[config.mk]
export PLATFORM = sky130hd
export DESIGN_NAME = queue_uri_field_parser
export DESIGN_NICKNAME = d
export VERILOG_FILES = /design/src/hw/rtl/qufp_pkg.sv /design/src/hw/rtl/queue_uri_field_parser.sv
export SDC_FILE = /design/constraint.sdc
export NUM_CORES = 1
export LEC_CHECK = 0
export BUFFER_PORTS_ARGS = -buffer_cell sky130_fd_sc_hd__buf_2
export CAP_MARGIN = 25
export CELL_PAD_IN_SITES_DETAIL_PLACEMENT = 1
export CELL_PAD_IN_SITES_GLOBAL_PLACEMENT = 1
export CORE_UTILIZATION = 30
export DETAILED_ROUTE_END_ITERATION = 8
export HOLD_SLACK_MARGIN = 0.02
export PLACE_DENSITY = 0.59
export SETUP_SLACK_MARGIN = 0.15
export SYNTH_ARGS = -nofsm -noshare
export SYNTH_HDL_FRONTEND = slang
export SYNTH_SLANG_ARGS = --single-unit
[constraint.sdc]
create_clock -name clk -period 12.5 [get_ports clk]
set_input_delay 3.125 -clock clk [delete_from_list [all_inputs] [get_ports clk]]
set_output_delay 3.125 -clock clk [all_outputs]
set_load 0.05 [all_outputs]
[src/hw/rtl/qufp_pkg.sv]
`default_nettype none

package qufp_pkg;

    localparam int CNT_W = 12;
    localparam int SUM_W = CNT_W + 2;
    localparam logic [CNT_W-1:0] MAX_URI_LENGTH = 12'd4095;
    localparam logic [CNT_W-1:0] NAME_LIMIT_RESET = 12'd64;

    localparam logic [2:0] PH_SCHEME = 3'd0;
    localparam logic [2:0] PH_DOMAIN = 3'd1;
    localparam logic [2:0] PH_TIER   = 3'd2;
    localparam logic [2:0] PH_PATH   = 3'd3;
    localparam logic [2:0] PH_KEY    = 3'd4;
    localparam logic [2:0] PH_VALUE  = 3'd5;

    localparam logic [2:0] ST_OK     = 3'd0;
    localparam logic [2:0] ST_SCHEME = 3'd1;
    localparam logic [2:0] ST_DOMAIN = 3'd2;
    localparam logic [2:0] ST_TIER   = 3'd3;
    localparam logic [2:0] ST_QUEUE  = 3'd4;
    localparam logic [2:0] ST_CHAR   = 3'd5;
    localparam logic [2:0] ST_QUERY  = 3'd6;
    localparam logic [2:0] ST_LONG   = 3'd7;

    localparam logic [7:0] CH_DOT   = 8'h2e;
    localparam logic [7:0] CH_TILDE = 8'h7e;
    localparam logic [7:0] CH_SLASH = 8'h2f;
    localparam logic [7:0] CH_QMARK = 8'h3f;
    localparam logic [7:0] CH_EQUAL = 8'h3d;
    localparam logic [7:0] CH_UNDER = 8'h5f;
    localparam logic [7:0] CH_DASH  = 8'h2d;

    localparam logic [CNT_W-1:0] SCHEME_LEN = 12'd6;

    function automatic logic [7:0] scheme_char(input logic [CNT_W-1:0] pos);
        logic [7:0] c;
        c = 8'h00;
        case (pos)
            12'd0:   c = 8'h62;
            12'd1:   c = 8'h6d;
            12'd2:   c = 8'h71;
            12'd3:   c = 8'h3a;
            12'd4:   c = 8'h2f;
            12'd5:   c = 8'h2f;
            default: c = 8'h00;
        endcase
        return c;
    endfunction

    function automatic logic [7:0] key_char(input logic [CNT_W-1:0] idx);
        logic [7:0] c;
        c = 8'h00;
        case (idx)
            12'd0:   c = 8'h69;
            12'd1:   c = 8'h64;
            default: c = 8'h00;
        endcase
        return c;
    endfunction

    function automatic logic is_plain(input logic [7:0] c);
        return (c >= 8'h61 && c <= 8'h7a) || (c >= 8'h41 && c <= 8'h5a)
            || (c >= 8'h30 && c <= 8'h39) || c == CH_DASH;
    endfunction

    function automatic logic is_wide(input logic [7:0] c);
        return is_plain(c) || c == CH_UNDER || c == CH_DOT;
    endfunction

    function automatic logic [CNT_W-1:0] sat_inc(input logic [CNT_W-1:0] x);
        return (x < MAX_URI_LENGTH) ? x + 12'd1 : x;
    endfunction

    function automatic logic [CNT_W-1:0] sat_cap(input logic [SUM_W-1:0] x);
        return (x < {2'b00, MAX_URI_LENGTH}) ? x[CNT_W-1:0] : MAX_URI_LENGTH;
    endfunction

endpackage

`default_nettype wire

[src/hw/rtl/queue_uri_field_parser.sv]
// queue uri field parser
// Input channel: one URI byte per transfer on ch, with last set on the final
// byte. A transfer happens at a clock edge with in_valid high and in_stall low.
// Output channel: one result per URI (status, the domain length, and start and
// length of the tier, path and id value), moved when out_valid is high and
// out_stall is low. All part fields read zero when status is not ok.
// Throughput is one byte per clock while in_stall is low: the parse state and
// the result are updated by a single pass of compare and add logic each cycle.
// Latency: the result is registered and appears the cycle after the last byte
// is taken.
// When the receiver stalls, bytes that are not last are still taken; a last
// byte is held off by in_stall until the waiting result has been moved.
// cfg_wr_en with cfg_wr_data sets the path length limit; write only while idle.
// Reset clears the parse state, drops any pending result and sets the limit
// to 64.
`default_nettype none

module queue_uri_field_parser (
    input  wire logic        clk,
    input  wire logic        rst_n,
    input  wire logic        cfg_wr_en,
    input  wire logic [11:0] cfg_wr_data,
    input  wire logic        in_valid,
    output logic             in_stall,
    input  wire logic [7:0]  ch,
    input  wire logic        last,
    output logic             out_valid,
    input  wire logic        out_stall,
    output logic [2:0]       status,
    output logic [11:0]      domain_length,
    output logic             has_tier,
    output logic [11:0]      tier_start,
    output logic [11:0]      tier_length,
    output logic [11:0]      path_start,
    output logic [11:0]      path_length,
    output logic             has_query,
    output logic [11:0]      id_start,
    output logic [11:0]      id_length
);
    import qufp_pkg::*;

    logic [CNT_W-1:0] limit_reg;
    logic [CNT_W-1:0] position_reg, position_next;
    logic [2:0]       phase_reg, phase_next;
    logic             dot_reg, dot_next;
    logic [2:0]       err_reg, err_next;
    logic [CNT_W-1:0] dom_reg, dom_next;
    logic [CNT_W-1:0] tier_reg, tier_next;
    logic [CNT_W-1:0] path_reg, path_next;
    logic [CNT_W-1:0] key_reg, key_next;
    logic             keym_reg, keym_next;
    logic [CNT_W-1:0] val_reg, val_next;

    logic             out_valid_reg, out_valid_next;
    logic [2:0]       status_reg, status_next;
    logic [11:0]      domain_length_reg, domain_length_next;
    logic             has_tier_reg, has_tier_next;
    logic [11:0]      tier_start_reg, tier_start_next;
    logic [11:0]      tier_length_reg, tier_length_next;
    logic [11:0]      path_start_reg, path_start_next;
    logic [11:0]      path_length_reg, path_length_next;
    logic             has_query_reg, has_query_next;
    logic [11:0]      id_start_reg, id_start_next;
    logic [11:0]      id_length_reg, id_length_next;

    logic             in_xfer;
    logic             tilde_taken;
    logic [SUM_W-1:0] auth_sum;
    logic [CNT_W-1:0] pstart;

    assign in_stall = out_valid_reg && out_stall && last;
    assign in_xfer  = in_valid && !in_stall;

    // byte walk
    always_comb
    begin
        position_next = sat_inc(position_reg);
        phase_next    = phase_reg;
        dot_next      = dot_reg;
        err_next      = err_reg;
        dom_next      = dom_reg;
        tier_next     = tier_reg;
        path_next     = path_reg;
        key_next      = key_reg;
        keym_next     = keym_reg;
        val_next      = val_reg;
        tilde_taken   = 1'b0;
        if (err_reg == ST_OK)
        begin
            unique case (phase_reg)
                PH_SCHEME:
                begin
                    if (position_reg < SCHEME_LEN && ch == scheme_char(position_reg))
                    begin
                        if (position_reg == 12'd5)
                            phase_next = PH_DOMAIN;
                    end
                    else
                        err_next = ST_SCHEME;
                end
                PH_DOMAIN:
                begin
                    if (dot_reg)
                    begin
                        dot_next = 1'b0;
                        if (ch == CH_TILDE)
                        begin
                            tilde_taken = 1'b1;
                            if (dom_reg == '0)
                                err_next = ST_DOMAIN;
                            else
                                phase_next = PH_TIER;
                        end
                        else
                            dom_next = sat_inc(dom_reg);
                    end
                    if (!tilde_taken)
                    begin
                        if (ch == CH_DOT)
                            dot_next = 1'b1;
                        else if (is_plain(ch) || ch == CH_UNDER)
                            dom_next = sat_inc(dom_next);
                        else if (ch == CH_SLASH)
                        begin
                            if (dom_next == '0)
                                err_next = ST_DOMAIN;
                            else
                                phase_next = PH_PATH;
                        end
                        else
                            err_next = ST_CHAR;
                    end
                end
                PH_TIER:
                begin
                    if (is_plain(ch))
                        tier_next = sat_inc(tier_reg);
                    else if (ch == CH_SLASH)
                    begin
                        if (tier_reg == '0)
                            err_next = ST_TIER;
                        else
                            phase_next = PH_PATH;
                    end
                    else
                        err_next = ST_CHAR;
                end
                PH_PATH:
                begin
                    if (is_wide(ch))
                        path_next = sat_inc(path_reg);
                    else if (ch == CH_QMARK)
                    begin
                        if (path_reg == '0)
                            err_next = ST_QUEUE;
                        else
                            phase_next = PH_KEY;
                    end
                    else
                        err_next = ST_CHAR;
                end
                PH_KEY:
                begin
                    if (ch == CH_EQUAL)
                    begin
                        if (keym_reg && key_reg == 12'd2)
                            phase_next = PH_VALUE;
                        else
                            err_next = ST_QUERY;
                    end
                    else
                    begin
                        if (key_reg >= 12'd2 || ch != key_char(key_reg))
                            keym_next = 1'b0;
                        key_next = sat_inc(key_reg);
                    end
                end
                default:
                begin
                    if (is_wide(ch))
                        val_next = sat_inc(val_reg);
                    else
                        err_next = ST_CHAR;
                end
            endcase
        end
    end

    // end of uri result
    always_comb
    begin
        if (err_next != ST_OK)
            status_next = err_next;
        else
        begin
            unique case (phase_next)
                PH_SCHEME: status_next = ST_SCHEME;
                PH_DOMAIN: status_next = (dom_next == '0 && !dot_next) ? ST_DOMAIN : ST_QUEUE;
                PH_TIER:   status_next = (tier_next == '0) ? ST_TIER : ST_QUEUE;
                PH_PATH:   status_next = (path_next == '0) ? ST_QUEUE
                                       : (path_next > limit_reg) ? ST_LONG : ST_OK;
                PH_KEY:    status_next = ST_QUERY;
                default:   status_next = (val_next == '0) ? ST_QUERY
                                       : (path_next > limit_reg) ? ST_LONG : ST_OK;
            endcase
        end

        auth_sum = {2'b00, dom_next}
                 + ((tier_next != '0) ? ({2'b00, tier_next} + 14'd2) : 14'd0);
        pstart   = sat_cap(auth_sum + 14'd7);

        domain_length_next = '0;
        has_tier_next      = 1'b0;
        tier_start_next    = '0;
        tier_length_next   = '0;
        path_start_next    = '0;
        path_length_next   = '0;
        has_query_next     = 1'b0;
        id_start_next      = '0;
        id_length_next     = '0;
        if (status_next == ST_OK)
        begin
            domain_length_next = dom_next;
            if (tier_next != '0)
            begin
                has_tier_next    = 1'b1;
                tier_start_next  = sat_cap({2'b00, dom_next} + 14'd8);
                tier_length_next = tier_next;
            end
            path_start_next  = pstart;
            path_length_next = path_next;
            if (val_next != '0)
            begin
                has_query_next = 1'b1;
                id_start_next  = sat_cap({2'b00, pstart} + {2'b00, path_next} + 14'd4);
                id_length_next = val_next;
            end
        end
    end

    assign out_valid_next = (in_xfer && last) || (out_valid_reg && out_stall);

    always_ff @(posedge clk or negedge rst_n)
    begin
        if (!rst_n)
        begin
            limit_reg     <= NAME_LIMIT_RESET;
            position_reg  <= '0;
            phase_reg     <= PH_SCHEME;
            dot_reg       <= 1'b0;
            err_reg       <= ST_OK;
            dom_reg       <= '0;
            tier_reg      <= '0;
            path_reg      <= '0;
            key_reg       <= '0;
            keym_reg      <= 1'b1;
            val_reg       <= '0;
            out_valid_reg <= 1'b0;
        end
        else
        begin
            if (cfg_wr_en)
                limit_reg <= cfg_wr_data;
            out_valid_reg <= out_valid_next;
            if (in_xfer)
            begin
                if (last)
                begin
                    position_reg <= '0;
                    phase_reg    <= PH_SCHEME;
                    dot_reg      <= 1'b0;
                    err_reg      <= ST_OK;
                    dom_reg      <= '0;
                    tier_reg     <= '0;
                    path_reg     <= '0;
                    key_reg      <= '0;
                    keym_reg     <= 1'b1;
                    val_reg      <= '0;
                end
                else
                begin
                    position_reg <= position_next;
                    phase_reg    <= phase_next;
                    dot_reg      <= dot_next;
                    err_reg      <= err_next;
                    dom_reg      <= dom_next;
                    tier_reg     <= tier_next;
                    path_reg     <= path_next;
                    key_reg      <= key_next;
                    keym_reg     <= keym_next;
                    val_reg      <= val_next;
                end
            end
        end
    end

    // result register, loaded when no result is held or the held one is moved
    always_ff @(posedge clk)
    begin
        if (in_xfer && last)
        begin
            status_reg        <= status_next;
            domain_length_reg <= domain_length_next;
            has_tier_reg      <= has_tier_next;
            tier_start_reg    <= tier_start_next;
            tier_length_reg   <= tier_length_next;
            path_start_reg    <= path_start_next;
            path_length_reg   <= path_length_next;
            has_query_reg     <= has_query_next;
            id_start_reg      <= id_start_next;
            id_length_reg     <= id_length_next;
        end
    end

    assign out_valid     = out_valid_reg;
    assign status        = status_reg;
    assign domain_length = domain_length_reg;
    assign has_tier      = has_tier_reg;
    assign tier_start    = tier_start_reg;
    assign tier_length   = tier_length_reg;
    assign path_start    = path_start_reg;
    assign path_length   = path_length_reg;
    assign has_query     = has_query_reg;
    assign id_start      = id_start_reg;
    assign id_length     = id_length_reg;

endmodule

`default_nettype wire
Word-level counts from Yosys, hierarchy flattened. Cells that the tools add are included.

Register bits after elaboration: 182. Latch bits: 0. Bits in writable memories: 0. ROM bits: 0. Memories kept: 0.

Add/sub/neg operators: 13. Multipliers: 0. Div/mod/pow operators: 0. Order comparisons: 19. Equality and inequality tests: 25. Shifts and indexed selects: 0. Multiplexer cells: 110. Bitwise logic cells: 0. Reduce and logical (&&, ||, !) cells: 48.

Operators with widths (count): 2-to-1 mux 12 bit (37); 2-to-1 mux 3 bit (46); logical NOT 12 bit (10); adder 12 x 1 -> 12 bit, second input constant (7); less-than comparator 12 bit, second input constant (7); case mux 3 bit (5 select lines) (3); equality test 8 x 6 -> 1 bit, second input constant (5); 2-to-1 mux 8 bit (5); equality test 12 x 2 -> 1 bit, second input constant (3); case mux 7 bit (5 select lines) (1); less-than comparator 14 x 12 -> 1 bit, second input constant (2); equality test 12 x 1 -> 1 bit, second input constant (2); equality test 12 x 3 -> 1 bit, second input constant (2); nonzero test 12 bit (2); equality test 8 x 7 -> 1 bit, second input constant (2); >= comparator 8 x 7 -> 1 bit, second input constant (2); less-or-equal comparator 8 x 7 -> 1 bit, second input constant (2); 2-to-1 mux 1 bit (16); adder 12 x 13 -> 14 bit (1); adder 13 x 3 -> 14 bit, second input constant (1); adder 14 x 3 -> 14 bit, second input constant (1); case mux 7 bit (2 select lines) (1); adder 12 x 12 -> 13 bit (1); adder 12 x 2 -> 13 bit, second input constant (1); other kinds (24) (55).

Logic depth before layout (Yosys ltp).
Depth after elaboration: 21. Depth in mapped cells: 47.

Worst setup path after synthesis. No wires, ideal clock.

Path type: input to register. Start: in ch[4]. End: reg id_start_reg[2] (netlist: id_start[2]), data pin. Arrival: 10.994 ns. Required time: 12.216 ns. Slack: 1.222 ns. Stages: 47. Path through: buf_6 -> and4b_4 -> buf_6 -> a21bo_1 -> buf_6 -> buf_2 -> nor2_1 -> nand2_1 -> o21ai_0 -> ha_1 -> nand2_1 -> a2111oi_1 -> nand4_2 -> buf_6 -> a31oi_1 -> a21oi_1 -> ha_1 -> inv_1 -> [... 11 more ...] -> o211ai_1 -> or2_2 -> ha_1 -> ha_1 -> inv_1 -> fa_1 -> nor2b_1 -> o21ai_0 -> a21boi_0 -> o21ai_0 -> a21oi_1 -> o21ai_0 -> nand2_1 -> o32ai_1 -> a21oi_1 -> nor2_1 -> clkbuf_1 -> a2111oi_1.

Longest elaborated chain between the ends: 20.

Ends and longest elaborated chain: start: declaration (line queue_uri_field_parser.sv:25) `input wire logic [7:0] ch,`; equality test 8 x 7 -> 1 bit (line queue_uri_field_parser.sv:106) `if (ch == CH_TILDE)`; 2-to-1 mux 12 bit (line queue_uri_field_parser.sv:106); 2-to-1 mux 12 bit (line queue_uri_field_parser.sv:103) `if (dot_reg)`; 2-to-1 mux 12 bit (line queue_uri_field_parser.sv:90) `unique case (phase_reg)`; 2-to-1 mux 12 bit (line queue_uri_field_parser.sv:88) `if (err_reg == ST_OK)`; adder 12 x 1 -> 12 bit or less-than comparator 12 bit (tied branches) (line qufp_pkg.sv:72) `return (x < MAX_URI_LENGTH) ? x + 12'd1 : x;`; 2-to-1 mux 12 bit (line qufp_pkg.sv:72); 2-to-1 mux 12 bit (line queue_uri_field_parser.sv:121) `else if (is_plain(ch) || ch == CH_UNDER)`; [... 5 more ...]; adder 14 x 3 -> 14 bit * (line queue_uri_field_parser.sv:210) `pstart = sat_cap(auth_sum + 14'd7);`; less-than comparator 14 x 12 -> 1 bit (line qufp_pkg.sv:76) `return (x < {2'b00, MAX_URI_LENGTH}) ? x[CNT_W-1:0] : MAX_URI_LENGTH;`; 2-to-1 mux 12 bit * (line qufp_pkg.sv:76); via pstart[1] (line queue_uri_field_parser.sv:69) `logic [CNT_W-1:0] pstart;`; adder 12 x 12 -> 13 bit * (line queue_uri_field_parser.sv:235) `id_start_next = sat_cap({2'b00, pstart} + {2'b00, path_next} + 14'd4);`; adder 13 x 3 -> 14 bit * (line queue_uri_field_parser.sv:235); less-than comparator 14 x 12 -> 1 bit (line qufp_pkg.sv:76); 2-to-1 mux 12 bit * (line qufp_pkg.sv:76); end signal: assignment (line queue_uri_field_parser.sv:310) `id_start_reg <= id_start_next;`; end: declaration (line queue_uri_field_parser.sv:63) `logic [11:0] id_start_reg, id_start_next;`.

Mark *: on every way through the listed nets, which the timed path passes. The rest lies on a longest branch. The select of a mux whose other input is x is not followed. A chain may end at the register's enable or synchronous reset.

Worst setup path in the final report.
Start: in ch[4]. End: reg id_start_reg[11] (netlist: id_start[11]), data pin.

Same word-level chain as after synthesis.

==> results.cfg <==
[placement]
hpwlAfterDp_mm = 34.07
dp_slack_ns = 0.1247
dp_cells = 2219
io_buffers = 116
gp_congestion = 0.9093

[clock_network]
cts_sinks = 182
clock_latency_ns = 0.47
cts_hold_buf = 0
cts_tree = built
clockRootBuffer = clkbuf_16
clock_tree.buffer_depth = 2
h-tree-depth = 4
numCtsBuffers = 17
clk_pin_slew_ns = 0.08

[global_routing]
grt.total_usage_pct = 19.99
antenna_found_initial = 1
grt_pass1_wl_mm = 73.97
grt_overflow_total = 0
grt_pass1_vias = 12860
grt_max_degree = 76

[sta]
final_hold_viol_count = 0
setup_tns_ns = 0
clock.fmax_mhz = 86.26
period_minus_slack_ns = 11.59
maxSlewViolCount = 0
skew_ns = 0.01349
fin_crit_sh_pct = 92.75
slew-limit-headroom_pct = 30.52
rsz0062_at_grt = no
setup_viol = 0
finalWorstSetupSlack_ns = 0.9065
worstMarginPinSlew_ns = 1.042
hold-worst-slack_ns = 0.4960

[power_and_ir_drop]
power.density_mw_per_mm2 = 92.97
leakagePower_nw = 5.881
peakVddDrop_mv = 0.09011

[critical_path]
cpMaxStageDelayCell = o21ai_1
critPathMaxFanout = 10
end_kind = register
critPathRequiredTime_ns = 12.68
crit_type = primary input to register
cp.arrival_ns = 11.77
rrSetupSlack_ns = 2.29
critPathLaunchType = primary input
worst_path_most_repeated_cell = ha_1
max_stage_delay_ns = 0.49

[yosys]
async_reset_ff_share_pct = 51.10
yosysUniqueCellTypes = 108
synthFlopType = dfrtp_1
syn_area_per_cell_um2 = 8.727
synth_area_mm2 = 0.01386
ys_seq_elements = 182
synth_nets = 1691
yosysSeqAreaShare_pct = 36.10
ys_warn_count = 0
synthCells = 1588
synth_edf_count = 89

[detailed_routing]
dr_wl_met3_mm = 1.349
dr.max_layer_used = met4
vias = 12550
drt-total-wl_mm = 46.18
vias_per_cell = 5.566
firstDrtPassIters = 5
drt_iter0_markers = 633
wl_per_cell_um = 20.48
postRouteAntennaNets = 0
wl_met2_mm = 22.00
drc = 0
wl_met1_mm = 22.25

[floorplan]
rows = 78
fp.dieArea_mm2 = 0.04706
die_y_um = 216.9
pin_count = 117
fp.dieW_um = 216.9
initial_core_util_pct = 30.47
core_mm2 = 0.04548

[cells_and_area]
nets = 1745
drive_gt1_share_pct = 15.05
final_core_util_pct = 34.19
n_antenna_cell = 0
final_cells = 2255
syn2layout_area_growth_pct = 12.22

[hold_path]
hold_class = register to register

[flow_run]
maxCapViolCount = 0

[outcome]
outcome = completed
-- power by group --
| part | switching (W) | internal (W) |
|---|---|---|
| Clock | 0.000265 | 0.000320 |
| Sequential | 0.0000143 | 0.000647 |
| Combinational | 0.000144 | 0.0000565 |
| Total | 0.000423 | 0.00102 |
-- cells in the mapped netlist (9+ instances only) --
| master | count | share of area, % |
|---|---|---|
| xor2_1 | 25 | 1.6 |
| a2111oi_2 | 9 | 0.98 |
| nand3_1 | 58 | 2.1 |
| o22ai_1 | 12 | 0.54 |
| o211ai_1 | 10 | 0.54 |
| nand4_1 | 35 | 1.6 |
| nor4_1 | 27 | 1.2 |
| a21oi_1 | 58 | 2.1 |
| inv_1 | 87 | 2.4 |
| mux2i_1 | 16 | 1.2 |
| nor3b_1 | 18 | 0.98 |
| o21ai_0 | 127 | 4.6 |
| xnor2_1 | 38 | 2.4 |
| nor2_1 | 100 | 2.7 |
| o21a_1 | 10 | 0.54 |
| nand2_1 | 148 | 4.0 |
| nor4b_1 | 9 | 0.57 |
| a31oi_1 | 17 | 0.77 |
| a21o_1 | 11 | 0.60 |
| edfxtp_1 | 89 | 19 |
| nand2b_1 | 23 | 1.0 |
| nor3_1 | 101 | 3.6 |
| dfrtp_1 | 91 | 16 |
| o31ai_1 | 18 | 0.98 |
| and3_1 | 17 | 0.77 |
| buf_2 | 24 | 0.87 |
| or2_2 | 10 | 0.45 |
| a211oi_1 | 12 | 0.65 |
| clkbuf_1 | 67 | 1.8 |
| and4_1 | 14 | 0.88 |
| and2_1 | 14 | 0.63 |
| nor2b_1 | 14 | 0.63 |
| ha_1 | 75 | 6.8 |
| or3_1 | 23 | 1.0 |
-- worst max-delay path: cells and delay by family --
| kind | cells | cell delay [ns] |
|---|---|---|
| buffers and inverters | 2 | 0.23 |
| and+or+nand+nor | 12 | 3.11 |
| AOI/OAI and AO/OA | 14 | 3.71 |
| xor gates and xnor gates | 1 | 0.14 |
| adders and majority gates | 5 | 1.45 |
-- repair_timing --
item,in CTS,in global routing
setup buffers,0,4
resized for setup,0,5
setup endpoints to repair,0,12
-- per-layer routing --
layer  vias up  GRT usage (%)
met3        38          2.865
met5         -              0
met1      6316          26.95
met4         0          5.047
met2       204          33.46
li1       5994              -
-- layout make-up --
class | instances | area (um2)
tap | 600 | 750.7
sequential | 182 | 5002
clock inverter | 15 | 192.7
timing repair buffer | 145 | 797.0
fill | 5357 | 29930
multi-input combinational | 1209 | 8056
clock buffer | 17 | 425.4
inverter | 87 | 326.6
-- kinds of logic (layout without fill, tap and decap cells) --
kind of cell	count (synthesis)	count (layout)	share of synthesized area, %
simple gates	660	660	25.75
compound gates	388	388	19.45
buf+inv	197	264	6.103
flops	182	182	36.10
fa+ha+maj	77	77	7.060
xor+xnor	63	63	3.982
mux	21	21	1.562
-- worst paths after layout --
kind,start,endpoint,depth (start not counted)
worst max-delay path,ch[4],id_start[11]$_SDFFCE_PN0P_,34
worst min-delay path,keym_reg$_DFFE_PN1P_,keym_reg$_DFFE_PN1P_,2
worst min register to register,keym_reg$_DFFE_PN1P_,keym_reg$_DFFE_PN1P_,2
min in group asynchronous,rst_n,key_reg[0]$_DFFE_PN0P_,1
max in group asynchronous,rst_n,limit_reg[0]$_DFFE_PN0P_,2
worst max register to register,dom_reg[0]$_DFFE_PN0P_,id_start[11]$_SDFFCE_PN0P_,41
-- per-stage QoR --
stage	cell area [um2]	total power, W
2_1_floorplan	13860	0.0008147
3_3_place_gp	14880	0.0008722
3_5_place_dp	14880	0.0008769
4_1_cts	15500	0.001468
5_1_grt	15550	0.001507
6_report	15550	0.001446
-- cell usage in the layout (no fill, tap or decap), drive strengths merged, types with 32 or more instances in the layout --
cell type / instances
nor4: 32
a21oi: 61
nor2: 101
nand3: 59
edfxtp: 89
dfrtp: 91
nand2: 148
buf: 145
nor3: 106
nand4: 36
ha: 75
inv: 93
xnor2: 38
o21ai: 129
(Power assumes the default switching activity.)
